==> src/sync_header_frame_deframer_core_assert.svh <==
// assertion macros for the sync header frame deframer
// expects clk and rst_n in the scope of use
`ifndef SYNC_HEADER_FRAME_DEFRAMER_CORE_ASSERT_SVH
`define SYNC_HEADER_FRAME_DEFRAMER_CORE_ASSERT_SVH

// same-cycle implication, disabled in reset
`define SHFD_ASSERT_NOW(lbl, ante, cons, msg) \
  lbl: assert property (@(posedge clk) disable iff (!rst_n) (ante) |-> (cons)) \
    else $error(msg);

// next-cycle implication, disabled in reset
`define SHFD_ASSERT_NEXT(lbl, ante, cons, msg) \
  lbl: assert property (@(posedge clk) disable iff (!rst_n) (ante) |=> (cons)) \
    else $error(msg);

`endif

==> src/shfd_pkg.sv <==
// shared types and constants for the sync header frame deframer
// no dependencies
`default_nettype none

package shfd_pkg;

  localparam logic [7:0] SYNC0 = 8'hCD;
  localparam logic [7:0] SYNC1 = 8'hEB;
  localparam logic [7:0] SYNC2 = 8'hD7;

  // fields per frame, 1 to 32
  localparam int ITEMS = 23;
  localparam logic [5:0] ITEMS_W = 6'(ITEMS);
  localparam logic [4:0] LAST_INDEX = 5'(ITEMS - 1);

  typedef struct packed {
    logic [31:0] word;
    logic [4:0]  index;
    logic        last;
  } shfd_res_t;

endpackage

`default_nettype wire

==> src/sync_header_frame_deframer_core.sv <==
// top level of the sync header frame deframer
// depends on shfd_pkg, shfd_in_stage, shfd_parse, shfd_out_stage and the assert header
//
//  port group | direction | contents
//  in_        | receive   | rx_byte, one serial byte per item
//  out_       | send      | field_word, field_index, frame_last
//
// one byte is taken per clock unless in_stall holds it off; an item passes an
// input register and the parser, and a field item is loaded into the result
// register when its fourth byte leaves the input register as the parser steps
// reset returns the parser to hunting for the first sync byte
// in_stall rises only while the input register is full and the result
// register holds an item that is stalled
`default_nettype none

`include "sync_header_frame_deframer_core_assert.svh"

module sync_header_frame_deframer_core
  import shfd_pkg::*;
(
  input  wire logic       clk,
  input  wire logic       rst_n,
  input  wire logic       in_valid,
  output logic            in_stall,
  input  wire logic [7:0] in_rx_byte,
  output logic            out_valid,
  input  wire logic       out_stall,
  output logic [31:0]     out_field_word,
  output logic [4:0]      out_field_index,
  output logic            out_frame_last
);

  logic       s1_valid;
  logic [7:0] s1_byte;
  logic       out_free;
  logic       step;
  logic       res_valid;
  shfd_res_t  res;

  assign step = s1_valid && out_free;

  shfd_in_stage u_in (
    .clk        (clk),
    .rst_n      (rst_n),
    .in_valid   (in_valid),
    .in_stall   (in_stall),
    .in_rx_byte (in_rx_byte),
    .consume    (out_free),
    .s1_valid   (s1_valid),
    .s1_byte    (s1_byte)
  );

  shfd_parse u_parse (
    .clk       (clk),
    .rst_n     (rst_n),
    .step      (step),
    .rx_byte   (s1_byte),
    .res_valid (res_valid),
    .res       (res)
  );

  shfd_out_stage u_out (
    .clk             (clk),
    .rst_n           (rst_n),
    .load            (res_valid),
    .res             (res),
    .free            (out_free),
    .out_valid       (out_valid),
    .out_stall       (out_stall),
    .out_field_word  (out_field_word),
    .out_field_index (out_field_index),
    .out_frame_last  (out_frame_last)
  );

  `SHFD_ASSERT_NOW(a_stall_needs_full_out, in_stall, out_valid && out_stall, "input stalled without a blocked item")
  `SHFD_ASSERT_NOW(a_last_index, out_valid && out_frame_last, out_field_index == LAST_INDEX, "last flag on wrong field")
  `SHFD_ASSERT_NOW(a_index_range, out_valid, {1'b0, out_field_index} < ITEMS_W, "field index out of frame")
  `SHFD_ASSERT_NEXT(a_result_loaded, res_valid, out_valid, "field item lost at result register")

endmodule

`default_nettype wire

==> src/shfd_in_stage.sv <==
// input register for received bytes
// depends on nothing but the consume handshake from the result register side
`default_nettype none

module shfd_in_stage (
  input  wire logic       clk,
  input  wire logic       rst_n,
  input  wire logic       in_valid,
  output logic            in_stall,
  input  wire logic [7:0] in_rx_byte,
  input  wire logic       consume,
  output logic            s1_valid,
  output logic [7:0]      s1_byte
);

  logic       valid_r, valid_nxt;
  logic [7:0] byte_r;
  logic       load;

  assign in_stall = valid_r && !consume;
  assign load     = in_valid && !in_stall;

  always_comb begin
    valid_nxt = valid_r;
    if (load) begin
      valid_nxt = 1'b1;
    end else if (consume) begin
      valid_nxt = 1'b0;
    end
  end

  always_ff @(posedge clk) begin
    if (!rst_n) begin
      valid_r <= 1'b0;
    end else begin
      valid_r <= valid_nxt;
    end
  end

  always_ff @(posedge clk) begin
    if (load) begin
      byte_r <= in_rx_byte;
    end
  end

  assign s1_valid = valid_r;
  assign s1_byte  = byte_r;

endmodule

`default_nettype wire

==> src/shfd_parse.sv <==
// sync hunt, header drop and field assembly state machine
// depends on shfd_pkg
`default_nettype none

module shfd_parse
  import shfd_pkg::*;
(
  input  wire logic       clk,
  input  wire logic       rst_n,
  input  wire logic       step,
  input  wire logic [7:0] rx_byte,
  output logic            res_valid,
  output shfd_res_t       res
);

  typedef enum logic [2:0] {
    PH_HUNT0 = 3'd0,
    PH_HUNT1 = 3'd1,
    PH_HUNT2 = 3'd2,
    PH_HEAD  = 3'd3,
    PH_DATA  = 3'd4
  } phase_t;

  phase_t      phase_r, phase_nxt, restart;
  logic [2:0]  bif_r, bif_nxt;
  logic [4:0]  cnt_r, cnt_nxt;
  logic [23:0] acc_r, acc_nxt;
  logic        last;

  assign restart = (rx_byte == SYNC0) ? PH_HUNT1 : PH_HUNT0;
  assign last    = ({1'b0, cnt_r} + 6'd1) >= ITEMS_W;

  always_comb begin
    phase_nxt = phase_r;
    bif_nxt   = bif_r;
    cnt_nxt   = cnt_r;
    acc_nxt   = acc_r;
    res_valid = 1'b0;
    res.word  = {rx_byte, acc_r};
    res.index = cnt_r;
    res.last  = last;
    case (phase_r)
      PH_HUNT1: begin
        phase_nxt = (rx_byte == SYNC1) ? PH_HUNT2 : restart;
      end
      PH_HUNT2: begin
        phase_nxt = (rx_byte == SYNC2) ? PH_HEAD : restart;
      end
      PH_HEAD: begin
        phase_nxt = PH_DATA;
        bif_nxt   = 3'd0;
        cnt_nxt   = 5'd0;
      end
      PH_DATA: begin
        if (bif_r < 3'd3) begin
          case (bif_r[1:0])
            2'd0:    acc_nxt[7:0]   = rx_byte;
            2'd1:    acc_nxt[15:8]  = rx_byte;
            default: acc_nxt[23:16] = rx_byte;
          endcase
          bif_nxt = bif_r + 3'd1;
        end else if (bif_r == 3'd3) begin
          res_valid = 1'b1;
          bif_nxt   = 3'd4;
        end else begin
          bif_nxt = 3'd0;
          if (last) begin
            cnt_nxt   = 5'd0;
            phase_nxt = PH_HUNT0;
          end else begin
            cnt_nxt = cnt_r + 5'd1;
          end
        end
      end
      default: begin
        phase_nxt = restart;
      end
    endcase
    res_valid = res_valid && step;
  end

  always_ff @(posedge clk) begin
    if (!rst_n) begin
      phase_r <= PH_HUNT0;
      bif_r   <= 3'd0;
      cnt_r   <= 5'd0;
    end else if (step) begin
      phase_r <= phase_nxt;
      bif_r   <= bif_nxt;
      cnt_r   <= cnt_nxt;
    end
  end

  always_ff @(posedge clk) begin
    if (step) begin
      acc_r <= acc_nxt;
    end
  end

endmodule

`default_nettype wire

==> src/shfd_out_stage.sv <==
// result register holding one finished field item
// depends on shfd_pkg
`default_nettype none

module shfd_out_stage
  import shfd_pkg::*;
(
  input  wire logic       clk,
  input  wire logic       rst_n,
  input  wire logic       load,
  input  shfd_res_t       res,
  output logic            free,
  output logic            out_valid,
  input  wire logic       out_stall,
  output logic [31:0]     out_field_word,
  output logic [4:0]      out_field_index,
  output logic            out_frame_last
);

  logic      valid_r, valid_nxt;
  shfd_res_t data_r;

  assign free = !valid_r || !out_stall;

  always_comb begin
    valid_nxt = valid_r;
    if (load) begin
      valid_nxt = 1'b1;
    end else if (!out_stall) begin
      valid_nxt = 1'b0;
    end
  end

  always_ff @(posedge clk) begin
    if (!rst_n) begin
      valid_r <= 1'b0;
    end else begin
      valid_r <= valid_nxt;
    end
  end

  always_ff @(posedge clk) begin
    if (load) begin
      data_r <= res;
    end
  end

  assign out_valid       = valid_r;
  assign out_field_word  = data_r.word;
  assign out_field_index = data_r.index;
  assign out_frame_last  = data_r.last;

endmodule

`default_nettype wire
==> config.mk <==
export PLATFORM = sky130hd
export DESIGN_NAME = sync_header_frame_deframer_core
export DESIGN_NICKNAME = d
export VERILOG_FILES = /design/src/shfd_pkg.sv /design/src/sync_header_frame_deframer_core.sv /design/src/shfd_in_stage.sv /design/src/shfd_parse.sv /design/src/shfd_out_stage.sv
export VERILOG_INCLUDE_DIRS = /design/src /design/src/src
export SDC_FILE = /design/constraint.sdc
export NUM_CORES = 1
export LEC_CHECK = 0
export ABC_CLOCK_PERIOD_IN_PS = 5250
export BUFFER_PORTS_ARGS = -buffer_cell sky130_fd_sc_hd__buf_2
export CORE_MARGIN = 2
export CORE_UTILIZATION = 45
export CTS_CLUSTER_SIZE = 40
export DETAILED_ROUTE_END_ITERATION = 7
export GPL_ROUTABILITY_DRIVEN = 0
export GPL_TIMING_DRIVEN = 0
export PLACE_DENSITY = 0.77
export SKIP_CTS_REPAIR_TIMING = 1
export SLEW_MARGIN = 20
export SYNTH_ARGS = -nofsm -noshare
export SYNTH_HDL_FRONTEND = slang
export SYNTH_SLANG_ARGS = --single-unit
==> constraint.sdc <==
create_clock -name clk -period 5.25 [get_ports clk]
set_input_delay 1.3125 -clock clk [delete_from_list [all_inputs] [get_ports clk]]
set_output_delay 1.3125 -clock clk [all_outputs]
set_load 0.02 [all_outputs]
==> impl_metrics.sql <==
INSERT INTO impl_metrics (metric_group, metric, value, unit) VALUES
('sta', 'grt_setup_unrepaired', 'no', ''),
('worst_setup_path', 'critical_path.endpoint_type', 'output port', ''),
('yosys', 'post-synth-top-count-cell', 'edfxtp_1', ''),
('grt', 'antenna_violations_before_repair', '0', ''),
('clock_tree', 'htree_depth', '3', ''),
('worst_setup_path', 'path_cells', 'buf_2 > and3_1 > buf_2', ''),
('route', 'finalWirelength', '4.738', 'mm'),
('worst_setup_path', 'cpPeakStageDelay', '200', 'ps'),
('floorplanning', 'floorplan.die_area', '7444', 'um2'),
('cells_and_area', 'finish.instance_area', '3636', 'um2'),
('place', 'placement.cell_area', '3446', 'um2'),
('grt', 'pin_count_of_the_biggest_net_entering_global_routing', '15', ''),
('clock_tree', 'clock-sinks', '83', ''),
('yosys', 'synth_area', '3047', 'um2'),
('yosys', 'synth.area.top_cells', 'edfxtp_1, dfxtp_1, ha_1, nand2_1, nand3_1', ''),
('worst_setup_path', 'arrival', '1790', 'ps'),
('sta', 'achievable-frequency', '0.3228', 'GHz'),
('clock_tree', 'worstSkewPairLatency', '340', 'ps'),
('worst_setup_path', 'critical_path.slowest_cell', 'and3_1', ''),
('grt', 'first_pass_grt_wire_length', '7.272', 'mm'),
('grt', 'grt_usage', '13.38', '%'),
('pwr', 'power-per-cell-area', '321.8', 'nW/um2'),
('pwr', 'static-leakage-power', '0.001299', 'uW'),
('route', 'drt-wirelength-per-cell', '14.14', 'um'),
('pwr', 'post-layout-total-power', '1170', 'uW'),
('floorplanning', 'floorplan.core_area', '6459', 'um2'),
('cells_and_area', 'share_of_the_core_filled_with_cells_in_the_final_layout', '56.30', '%'),
('cells_and_area', 'syn2layout_area_growth', '19.34', '%'),
('floorplanning', 'height_of_the_die', '86.28', 'um'),
('sta', 'timing.final.hold_violations', '0', ''),
('yosys', 'synth.yosys.warnings', '0', ''),
('clock_tree', 'cts-root-to-sink-buffers', '2', ''),
('yosys', 'post_synth_inst_count', '187', ''),
('sta', 'setup_viol', '0', ''),
('cells_and_area', 'finish.cell_count_without_fillers', '335', ''),
('yosys', 'synth_largest_area_cell', 'edfxtp_1', ''),
('route', 'post_drt_via_cell_ratio', '5.104', ''),
('yosys', 'postSynthRegisterBits', '83', ''),
('yosys', 'syn_nets', '205', ''),
('route', 'drc_errors', '0', ''),
('place', 'detailedPlacementHpwl', '3.266', 'mm'),
('yosys', 'synth_cell_types', '43', ''),
('floorplanning', 'die_w', '86.28', 'um'),
('worst_setup_path', 'worstSetupStartpointType', 'input port', ''),
('pwr', 'power.ir.vdd_worst', '131.3', 'uV'),
('yosys', 'synth-main-ff-cell', 'edfxtp_1', ''),
('yosys', 'synth_sequential_area_ratio', '77.54', '%'),
('min_path', 'hold_class', 'reg -> reg', ''),
('route', 'detailedRoute.firstIterationViolations', '81', ''),
('yosys', 'synthArstFlopShare', '0', '%'),
('worst_setup_path', 'crit_type', 'in -> out', ''),
('job', 'maxcap_violations', '0', ''),
('route', 'detail-route-antenna-nets', '0', ''),
('place', 'port_buffers', '51', ''),
('run_status', 'status', 'finished clean', ''),
('cells_and_area', 'num-nets-final', '271', ''),
('sta', 'fin_tns_setup', '0', 'ps'),
('worst_setup_path', 'timing.critical_path.required', '3940', 'ps'),
('sta', 'period_needed', '3098', 'ps'),
('worst_setup_path', 'crit_fanout', '3', ''),
('yosys', 'synth_edf_count', '70', ''),
('worst_setup_path', 'cp_common_cell', 'buf_2', ''),
('clock_tree', 'cts.clk_slew.worst_paths', '80', 'ps'),
('floorplanning', 'number_of_ports_placed_on_the_die_boundary', '52', ''),
('yosys', 'synth_largest_type_area_fraction', '68.99', '%'),
('cells_and_area', 'number_of_diodes', '0', ''),
('yosys', 'post_synth_most_frequent_cells', 'edfxtp_1, dfxtp_1, nand2_1', ''),
('floorplanning', 'rows', '29', ''),
('clock_tree', 'numCtsBuffers', '9', ''),
('sta', 'worst_clock_skew', '8.715', 'ps'),
('grt', 'grt_pass1_vias', '1551', ''),
('clock_tree', 'buffer_cell_driving_the_clock_tree_root', 'clkbuf_8', ''),
('grt', 'grt_remaining_overflow', '0', ''),
('sta', 'worst-slew-pin-transition', '770.1', 'ps'),
('route', 'firstDrtPassIters', '4', ''),
('sta', 'timing.final.crit_share', '59.01', '%'),
('place', 'placed_cells_incl_taps', '319', ''),
('clock_tree', 'clock_tree_from_tritoncts', 'built', ''),
('yosys', 'syn_area_per_cell', '16.29', 'um2'),
('floorplanning', 'initial_utilization', '47.17', '%'),
('sta', 'report.final.slew_viol_count', '0', ''),
('cells_and_area', 'layout-drive-gt1-share', '30.62', '%'),
('route', 'num_vias', '1710', ''),
('sta', 'relSlewSlack', '48.56', '%');
-- final cells by class --
class	instances	area (um2)
fillers	512	2823
flip-flops and latches	83	2362
multi-input cells	95	658.1
repair buffers	55	292.8
clock buffers	9	123.9
well taps	77	96.34
clock inverters	7	66.31
inverters	5	18.77
plain buffers	4	17.52
-- per-stage QoR --
step / hold WS [ps] / worst slack [ps]
global placement: 405.1 / -863.0
global route: 434.5 / 2090
floorplan: 400.3 / 433.0
CTS: 422.5 / 2148
finish: 421.6 / 2152
detailed placement: 404.5 / 2150
-- cell families after synthesis --
family,synth area share (%)
flops,77.54
simple gates,11.21
compound gates,7.023
buf+inv,1.191
fa+ha+maj,2.464
xor+xnor,0.5751
-- per-layer routing --
layer / wire length [um] / track usage (%) / part of all wire, % / vias to the layer above
met2: 2484 / 22.41 / 52 / 41
li1: - / - / - / 846
met4: 57 / 8.097 / 1.2 / 0
met3: 207 / 4.571 / 4.4 / 4
met1: 1989 / 14.69 / 42 / 819
met5: 0 / 0 / 0 / -
-- final timing paths --
| kind | start | end | slack, ps | cells past startpoint |
|---|---|---|---|---|
| worst max-delay path | out_stall | in_stall | 2150 | 3 |
| worst min-delay path | u_parse.acc_r[14] | u_out.out_field_word[14] | 420 | 0 |
| worst max register to register | u_parse.phase_r[2] | u_parse.acc_r[17] | 3080 | 4 |
| worst min register to register | u_parse.acc_r[14] | u_out.out_field_word[14] | 420 | 0 |
-- cells in the final DEF, fill, tap and decap left out, types with 2 or more instances in the layout --
cell and count:
a21boi_1 6, a21oi_1 4, and2_1 5, and3_1 2, buf_2 53, buf_4 2
buf_6 2, clkbuf_1 2, clkbuf_8 9, clkinv_1 3, dfxtp_1 13, edfxtp_1 70
ha_1 6, inv_1 5, inv_6 2, nand2_1 13, nand2b_1 4, nand3_1 9
nand3b_1 2, nand4_1 5, nor2_1 3, nor2b_1 4, nor3_2 2, nor3b_1 2
o21a_1 2, o21ai_0 3
-- worst max-delay path, delay by kind of cell --
kind          cells  cell delay (ps)
buf+inv           2              280
simple gates      1              200
-- where the power goes --
part | switching (uW) | leakage (uW) | internal [uW]
logic | 8.43 | 0.000460 | 6.76
clock network | 213 | 0.0000928 | 218
registers | 7.10 | 0.000747 | 717
total | 228 | 0.00130 | 942
-- registers in the layout (all words and copies together) (netlist names) --
name and flops:
u_out.out_valid 1, u_in.s1_valid 1, u_out.out_field_index 5, u_out.out_field_word 32, u_parse.phase_r 3, u_in.s1_byte 8
u_parse.acc_r 24, u_parse.bif_r 3, u_parse.cnt_r 5, u_out.out_frame_last 1
Note: power is estimated with default switching activity, not from simulation.
